**config.mk**
```make
export PLATFORM = sky130hd
export DESIGN_NAME = cht_ctrl
export DESIGN_NICKNAME = d
export VERILOG_FILES = /design/src/cht_pkg.sv /design/src/cht_ctrl.sv
export SDC_FILE = /design/constraint.sdc
export NUM_CORES = 1
export LEC_CHECK = 0
export BUFFER_PORTS_ARGS = -buffer_cell sky130_fd_sc_hd__buf_2
export CAP_MARGIN = 40
export CORE_MARGIN = 1.5
export CORE_UTILIZATION = 43
export DETAILED_ROUTE_END_ITERATION = 10
export GPL_ROUTABILITY_DRIVEN = 0
export PLACE_DENSITY = 0.85
export SLEW_MARGIN = 10
export SYNTH_ARGS = -nofsm -noshare
export SYNTH_HDL_FRONTEND = slang
export SYNTH_SLANG_ARGS = --single-unit
```
**constraint.sdc**
```tcl
create_clock -name clk -period 1.3 [get_ports clk]
set_input_delay 0.195 -clock clk [delete_from_list [all_inputs] [get_ports clk]]
set_output_delay 0.195 -clock clk [all_outputs]
set_load 0.02 [all_outputs]
```
**src/cht_pkg.sv**
```systemverilog
// shared constants and types for the chained hash table
`timescale 1ns / 1ps
package cht_pkg;
  localparam int BUCKETS      = 128;
  localparam int POOL_ENTRIES = 256;
  localparam int BW = $clog2(BUCKETS);
  localparam int NW = $clog2(POOL_ENTRIES);
  localparam int LW = NW + 1;
  localparam logic [LW-1:0] NIL = LW'(POOL_ENTRIES);

  localparam logic [1:0] OP_LOOKUP = 2'd0;
  localparam logic [1:0] OP_ADD    = 2'd1;
  localparam logic [1:0] OP_DELETE = 2'd2;

  localparam logic [1:0] ST_OK       = 2'd0;
  localparam logic [1:0] ST_NOTFOUND = 2'd1;
  localparam logic [1:0] ST_FULL     = 2'd2;
  localparam logic [1:0] ST_NOTUSED  = 2'd3;

  typedef enum logic [3:0] {
    CMD_NONE, CMD_LATCH, CMD_RD_HEAD, CMD_RD_NODE, CMD_STEP,
    CMD_ADD_WR, CMD_ADD_PREV, CMD_DEL_RD, CMD_DEL_WR, CMD_INIT
  } cmd_t;

  typedef struct packed {
    logic       init_done;
    logic [1:0] op;
    logic       cur_nil;
    logic       match;
    logic       walk_limit;
    logic       free_empty;
    logic       tgt_used;
  } dp_status_t;
endpackage

```
**src/cht_ctrl.sv**
```systemverilog
// controller state machine sequencing each operation
`timescale 1ns / 1ps
module cht_ctrl import cht_pkg::*; (
  input  logic       clk,
  input  logic       rst_n,
  input  logic       in_tvalid,
  output logic       in_tready,
  output logic       out_tvalid,
  input  logic       out_tready,
  input  dp_status_t sts,
  output cmd_t       cmd,
  output logic       res_load,
  output logic [1:0] res_status
);
  typedef enum logic [3:0] {
    S_INIT, S_IDLE, S_HEAD, S_DISPATCH, S_RD, S_CMP, S_ADD_PREV, S_DEL_WR, S_DONE, S_OUT
  } state_t;
  state_t state_r, state_nxt;
  logic   ovalid_r;

  always_comb begin
    state_nxt  = state_r;
    cmd        = CMD_NONE;
    res_load   = 1'b0;
    res_status = ST_OK;
    unique case (state_r)
      S_INIT: begin
        cmd = CMD_INIT;
        if (sts.init_done) state_nxt = S_IDLE;
      end
      S_IDLE: if (in_tvalid) begin cmd = CMD_LATCH; state_nxt = S_HEAD; end
      S_HEAD: begin cmd = CMD_RD_HEAD; state_nxt = S_DISPATCH; end
      S_DISPATCH: begin
        unique case (sts.op)
          OP_LOOKUP: state_nxt = S_RD;
          OP_ADD: begin
            if (sts.free_empty) begin
              res_load = 1'b1; res_status = ST_FULL; state_nxt = S_OUT;
            end else begin
              cmd = CMD_ADD_WR; state_nxt = S_ADD_PREV;
            end
          end
          OP_DELETE: begin
            if (!sts.tgt_used) begin
              res_load = 1'b1; res_status = ST_NOTUSED; state_nxt = S_OUT;
            end else begin
              cmd = CMD_DEL_RD; state_nxt = S_DEL_WR;
            end
          end
          default: begin
            res_load = 1'b1; res_status = ST_NOTFOUND; state_nxt = S_OUT;
          end
        endcase
      end
      S_RD: begin
        if (sts.cur_nil || sts.walk_limit) begin
          res_load = 1'b1; res_status = ST_NOTFOUND; state_nxt = S_OUT;
        end else begin
          cmd = CMD_RD_NODE; state_nxt = S_CMP;
        end
      end
      S_CMP: begin
        if (sts.match) begin
          res_load = 1'b1; state_nxt = S_OUT;
        end else begin
          cmd = CMD_STEP; state_nxt = S_RD;
        end
      end
      S_ADD_PREV: begin cmd = CMD_ADD_PREV; state_nxt = S_DONE; end
      S_DEL_WR:   begin cmd = CMD_DEL_WR; state_nxt = S_DONE; end
      S_DONE:     begin res_load = 1'b1; state_nxt = S_OUT; end
      S_OUT:      if (out_tready) state_nxt = S_IDLE;
      default:    state_nxt = S_IDLE;
    endcase
  end

  always_ff @(posedge clk) begin
    if (!rst_n) begin
      state_r  <= S_INIT;
      ovalid_r <= 1'b0;
    end else begin
      state_r  <= state_nxt;
      ovalid_r <= (state_nxt == S_OUT);
    end
  end

  assign in_tready  = (state_r == S_IDLE);
  assign out_tvalid = ovalid_r;
endmodule

```
==> results.sh, run 1 <==
export IMPL_die_area_um2=1650
export IMPL_p_sw_mw=0.305
export IMPL_syn_inst=75
export IMPL_violations="setup timing"
export IMPL_htree_levels=1
export IMPL_cts_tree="built"
export IMPL_cp_arrival_ns=1.60
export IMPL_drc=0
export IMPL_hpwl_um=1450
export IMPL_cap_violations=0
export IMPL_finalClockSkew_ns=0.00759
export IMPL_drt_iter0_markers=71
export IMPL_finalSetupTns_ns=-4.44
export IMPL_yosysUniqueCellTypes=32
export IMPL_r2r_cells=7
export IMPL_rsz0062_at_grt="true"
export IMPL_yosys_warnings=0
export IMPL_synth_largest_area_cell="dfxtp_1"
export IMPL_tightest_slew_ns=0.377
export IMPL_synth_ff_latch_count=5
export IMPL_wl_per_cell_um=24.4
export IMPL_viasPerCell=6.74
export IMPL_worst_path_max_fanout=7
export IMPL_seqPwrFrac_pct=22.5
export IMPL_hold_viol_final=0
export IMPL_synth_area_top_cells="dfxtp_1, ha_1, o221ai_1"
export IMPL_crit_path_end="res_load"
export IMPL_crit_required_ns=1.11
export IMPL_power_internal_mw=0.502
export IMPL_postRouteAntennaNets=0
export IMPL_core_um2=1320
export IMPL_r2r_end="out_tvalid"
export IMPL_antenna_cells=0
export IMPL_synth_top_cell_area_share_pct=16.4
export IMPL_p_sw_share_pct=37.8
export IMPL_cts_buffers=3
export IMPL_cts_max_path_buffers=2
export IMPL_preCtsSetupSlack_ns=-0.442
export IMPL_via_count=951
export IMPL_die_x_um=40.6
export IMPL_fill_cells=22
export IMPL_io_pins=21
export IMPL_min_period_over_period_pct=138
export IMPL_finalPower_mw=0.807
export IMPL_crit_start="state_r[3]"
export IMPL_first_pass_iters=4
export IMPL_drive_gt1_share_pct=74.6
export IMPL_min_period_ns=1.80
export IMPL_clk_pin_slew_ns=0.05
export IMPL_status="complete, but fails checks"
export IMPL_io_buffers=20
export IMPL_multi_input_area_um2=664
export IMPL_initial_core_util_pct=46.2
export IMPL_hold_path_depth=3
export IMPL_clk_latency_ns=0.25
export IMPL_setup_slack_ns=-0.500
export IMPL_grt_overflow=0
export IMPL_grt_util_all_layers_pct=29.8
export IMPL_drt_wl_total_um=3440
export IMPL_clockRootBuffer="clkbuf_4"
export IMPL_grt_pass1_vias=745
export IMPL_final_cell_mix="buf_4, buf_6, buf_2"
export IMPL_avgSynthCellArea_um2=8.12
export IMPL_maxSlewHeadroom_pct=74.7
export IMPL_final_common_cell="buf_4"
export IMPL_peakVddDrop_mv=0.695
export IMPL_crit_path_end_kind="output port"
export IMPL_die_h_um=40.6
export IMPL_grt_pass1_wl_um=3170
export IMPL_drv_slew=0
export IMPL_fmax_ghz=0.556
export IMPL_syn_nets=91
export IMPL_grt_max_degree=10
export IMPL_synth_cell_area_um2=609
export IMPL_hold_ws_ns=0.222
export IMPL_rows=13
export IMPL_p_leak_nw=0.551
export IMPL_ys_seq_area_share_pct=16.4
export IMPL_rr_startpoint="state_r[1]"
export IMPL_powerDensity_nw_per_um2=630
export IMPL_numClockSinks=5
export IMPL_min_path_type="in -> reg"
export IMPL_nets=143
export IMPL_ff_latch_area_um2=115
export IMPL_start_kind="flip-flop"
export IMPL_area_growth_pct=110
export IMPL_grt_antenna_before_repair=0
export IMPL_clock_power_share_pct=23.4
export IMPL_p_comb_share_pct=54.1
export IMPL_r2r_setup_slack_ns=-0.44
export IMPL_critPathKind="reg -> out"
export IMPL_setup_violations_final=13
==> power by group through the flow <==
stage / Combinational, mW / Sequential (mW) / Clock [mW]
after global placement: 0.277 / 0.181 / 0
final: 0.437 / 0.181 / 0.189
after floorplan: 0.169 / 0.173 / 0
after CTS: 0.368 / 0.178 / 0.196
after detailed placement: 0.289 / 0.181 / 0
after global routing: 0.457 / 0.181 / 0.199
==> worst min path at each step <==
stage / startpoint / end / slack [ns]
after floorplan: rst_n / state_r[1] / 0.31
after global placement: rst_n / state_r[1] / 0.43
after detailed placement: rst_n / state_r[0] / 0.44
after CTS: rst_n / state_r[0] / 0.18
after global routing: rst_n / state_r[1] / 0.23
final: rst_n / state_r[1] / 0.22
==> state kept, by name, summed over array words and instances, names as in the netlist <==
name / cells
out_tvalid: 1
state_r: 4
==> through the flow <==
| stage | area [um2] | instances | util (%) |
|---|---|---|---|
| after floorplan | 693 | 75 | - |
| after global placement | 937 | 126 | 71.1 |
| after detailed placement | 937 | 126 | 71.1 |
| after CTS | 1160 | 134 | 88.3 |
| after global routing | 1280 | 141 | 97.2 |
| final | 1280 | 141 | 97.2 |
==> layout make-up <==
type	instances	share of cell area, %
clock buffer	4	2.05
timing repair buffer	51	33.1
tap	15	1.47
sequential	5	8.99
multi-input combinational	61	51.9
inverter	5	2.44
==> synthesized netlist by cell type <==
library cell	instances
ha_1	4
inv_1	5
nor4_4	1
a311o_1	1
and4bb_4	1
nand2b_1	3
o22ai_2	1
nor4b_2	1
o311ai_2	1
a21oi_1	3
nor2_1	6
nand3_1	3
a211o_1	1
a31oi_1	1
nand2_1	4
nand3b_1	1
nand4b_1	1
or3_1	3
or3b_1	2
nor2b_1	4
or4b_4	1
dfxtp_1	5
o311a_1	1
o221ai_1	3
nor3_1	3
buf_2	2
o41ai_2	1
o21ai_0	4
buf_4	2
o21ba_1	1
and2_1	4
o31a_1	1
==> worst max-delay path: stages (launching register included) <==
cell,delay [ns]
dfxtp_4,0.37
buf_12,0.12
buf_8,0.13
nand4b_1,0.16
a21oi_2,0.09
or3_4,0.37
buf_6,0.14
==> layer usage <==
metal  GRT usage (%)  share of wire [%]  vias up
met5               0                  0        -
met4            16.7                4.6        0
met3            3.80                 10       23
met2            54.4                 49       89
met1            32.6                 36      454
li1                -                  -      385
==> cell families after synthesis <==
logic type	count (synthesis)	share of synthesized area (%)
fa+ha+maj	4	8.21
buf+inv	9	7.19
compound gates	19	26.3
flops	5	16.4
simple gates	38	41.9
==> what timing repair did <==
item                       4_1_cts  5_1_grt
hold buffers                     0        0
resized for setup               47       14
pin swaps                       11        9
setup buffers                    4        8
setup endpoints to repair       13       13
Power figures use the tool's default switching activity.
==> inputs of run 2 (changes only) <==
Settings changed: CORE_UTILIZATION 43 to 46, CTS_BUF_LIST from default to sky130_fd_sc_hd__clkbuf_4 sky130_fd_sc_hd__clkbuf_8, PLACE_DENSITY 0.85 to 0.89.
==> run 2 against run 1 <==
Area after synthesis did not move; the run now fails in global routing; synthesized cell count did not move.
==> results.sh, run 2 <==
export IMPL_synth_common_cells="nor2_1, dfxtp_1, inv_1"
export IMPL_io_buffers=20
export IMPL_grt_max_degree=10
export IMPL_rows=12
export IMPL_htree_levels=1
export IMPL_io_pins=21
export IMPL_synth_edf_count=0
export IMPL_cts_buffers=3
export IMPL_syn_nets=91
export IMPL_ys_seq_area_share_pct=16.4
export IMPL_initial_core_util_pct=52.0
export IMPL_yosysUniqueCellTypes=32
export IMPL_preCtsSetupSlack_ns=-0.436
export IMPL_post_dp_cell_area_um2=951
export IMPL_failed_stage="global routing"
export IMPL_cts_max_path_buffers=2
export IMPL_worst_ep_kind="top-level output"
export IMPL_yosys_warnings=0
export IMPL_hpwl_um=1580
export IMPL_numClockSinks=5
export IMPL_synth_area_top_cells="dfxtp_1, ha_1, o221ai_1"
export IMPL_clockRootBuffer="clkbuf_4"
export IMPL_status="aborted with a tool error"
export IMPL_holdBufCountCts=0
export IMPL_avgSynthCellArea_um2=8.12
export IMPL_synth_cell_area_um2=609
export IMPL_async_flop_share_pct=0
export IMPL_syn_inst=75
export IMPL_synth_top_cell_area_share_pct=16.4
export IMPL_yosysMostFrequentCell="nor2_1"
export IMPL_crit_endpoint="cmd[1]"
export IMPL_synth_ff_latch_count=5
export IMPL_die_h_um=39.4
export IMPL_synth_largest_area_cell="dfxtp_1"
export IMPL_synth_ff_type="dfxtp_1"
export IMPL_error="[ERROR DPL-0038] Utilization greater than 100%, impossible to legalize"
export IMPL_die_x_um=39.4
run 2: cell counts after synthesis:
No cell type changed its count.
run 2: kinds of logic after synthesis:
group | share of synthesized area (%)
compound gates | 26.3
simple gates | 41.9
buf+inv | 7.19
flops | 16.4
fa+ha+maj | 8.21
run 2: what timing repair did:
action	4_1_cts
gates cloned	1
gates resized for setup	38
pin swaps	11
hold endpoints to repair	0
endpoints found under the setup margin	13
setup buffers	3
run 2: stage by stage:
stage                     std cells  util, %
after CTS                       135     96.5
after detailed placement        127     81.2
after global placement          127     81.2
after floorplan                  75        -
==> inputs of run 3 (changes only) <==
Settings changed: CORE_AREA from default to 2 2 63 65, CORE_MARGIN 1.5 to default, CORE_UTILIZATION 46 to default, CTS_BUF_LIST sky130_fd_sc_hd__clkbuf_4 sky130_fd_sc_hd__clkbuf_8 to default, DIE_AREA from default to 0 0 65 67, PLACE_DENSITY 0.89 to default, PLACE_DENSITY_LB_ADDON from default to 0.15.
Clock period 1.3 ns to 1.7 ns, I/O delays scaled along.
==> run 3 against run 2 <==
The flow now finishes, with violations (setup timing).
==> results.sh, run 3 (synthesized netlist as in run 1, its figures left out) <==
export IMPL_status="complete, but fails checks"
export IMPL_violations="setup timing"
export IMPL_crit_path_end="cmd[1]"
export IMPL_area_growth_pct=74.3
export IMPL_min_period_over_period_pct=104
export IMPL_grt_antenna_before_repair=0
export IMPL_drc=0
export IMPL_first_pass_iters=4
export IMPL_numClockSinks=5
export IMPL_powerDensity_nw_per_um2=520
export IMPL_largest_reg_flops=4
export IMPL_core_um2=3610
export IMPL_clk_latency_ns=0.21
export IMPL_postRouteAntennaNets=0
export IMPL_setup_violations_final=2
export IMPL_via_count=695
export IMPL_r2r_end="state_r[2]"
export IMPL_finalClockSkew_ns=0.000200
export IMPL_crit_start="state_r[3]"
export IMPL_grt_pass1_vias=649
export IMPL_rr_startpoint="state_r[3]"
export IMPL_drv_slew=0
export IMPL_fmax_ghz=0.565
export IMPL_grt_pass1_wl_um=2800
export IMPL_p_leak_nw=0.459
export IMPL_die_h_um=67
export IMPL_rows=22
export IMPL_cts_max_path_buffers=2
export IMPL_htree_levels=1
export IMPL_antenna_cells=0
export IMPL_cts_tree="built"
export IMPL_tightest_slew_ns=0.354
export IMPL_dp_cells=157
export IMPL_cts_buffers=3
export IMPL_crit_required_ns=1.44
export IMPL_regMostFlops="state_r"
export IMPL_setup_slack_ns=-0.0691
export IMPL_die_x_um=65
export IMPL_min_path_type="in -> reg"
export IMPL_nets=136
export IMPL_min_period_ns=1.77
export IMPL_drive_gt1_share_pct=63.9
export IMPL_postLayoutCoreUtil_pct=29.5
export IMPL_initial_core_util_pct=16.9
export IMPL_viasPerCell=4.16
export IMPL_start_kind="flip-flop"
export IMPL_grt_overflow=0
export IMPL_holdBufCountCts=0
export IMPL_cap_violations=0
export IMPL_cp_arrival_ns=1.51
export IMPL_drt_wl_total_um=1790
export IMPL_maxSlewHeadroom_pct=76.2
export IMPL_hpwl_um=1450
export IMPL_grt_max_degree=11
export IMPL_worst_path_max_fanout=4
export IMPL_peakVddDrop_mv=0.219
export IMPL_wl_per_cell_um=10.7
export IMPL_grt_util_all_layers_pct=8.29
export IMPL_clk_pin_slew_ns=0.03
export IMPL_final_cell_mix="buf_4, buf_2, nor2_1, o21ai_0, dfxtp_2"
export IMPL_rsz0062_at_grt="true"
export IMPL_die_area_um2=4360
export IMPL_io_pins=21
export IMPL_layoutNonFillerInstCount=167
export IMPL_critPathKind="reg -> out"
export IMPL_hold_viol_final=0
export IMPL_r2r_cells=8
export IMPL_io_buffers=20
export IMPL_clockRootBuffer="clkbuf_8"
export IMPL_drt_iter0_markers=25
export IMPL_final_common_cell="buf_4"
export IMPL_crit_path_end_kind="output port"
export IMPL_r2r_setup_slack_ns=0.10
run 3: where the power goes:
group	switching, mW	total, mW	internal, mW	leakage, nW
registers	0.0184	0.144	0.126	0.0424
logic	0.0944	0.197	0.102	0.393
clock network	0.0514	0.212	0.160	0.0228
run 3: what timing repair did:
action / CTS / global route
pin swaps: 4 / 4
setup buffers: 3 / 3
setup endpoints to repair: 7 / 8
gates resized for setup: 13 / 17
run 3: worst min path at each step:
stage           from    endpoint  slack [ns]  cells after the start
6_report       rst_n  state_r[1]        0.27                      3
5_1_grt        rst_n  state_r[1]        0.29                      3
4_1_cts        rst_n  state_r[1]        0.27                      3
3_5_place_dp   rst_n  state_r[0]        0.50                      2
3_3_place_gp   rst_n  state_r[1]        0.50                      3
2_1_floorplan  rst_n  state_r[1]        0.37                      2
run 3: layout make-up:
type                       count  area, um2
clock buffer                   4       45.0
fill                         395       2540
inverter                       5       18.8
multi-input combinational     61        529
sequential                     5        105
tap                           48       60.1
timing repair buffer          44        304
run 3: worst max-delay path, stage by stage (launching register included):
cell and delay (ns):
dfxtp_2 0.32, nand2b_4 0.14, or4b_4 0.51, a31oi_1 0.14, buf_2 0.18
run 3: metal layers:
layer,vias up,GRT usage [%],part of all wire [%]
met3,2,1.35,4.3
met1,315,10.4,46
met4,0,2.39,0.45
met2,11,14.4,49
li1,367,-,-
met5,-,0,0
run 3: per-stage QoR:
step	hold slack (ns)	power (mW)	setup slack, ns	TNS (ns)	instance area [um2]
detailed placement	0.502	0.320	-0.0819	-0.206	880
global placement	0.503	0.321	-0.0535	-0.0921	880
CTS	0.271	0.545	-0.0963	-0.208	988
finish	0.272	0.552	-0.0691	-0.129	1060
floorplan	0.374	0.245	0.0193	0	609
global route	0.288	0.585	-0.119	-0.275	1060
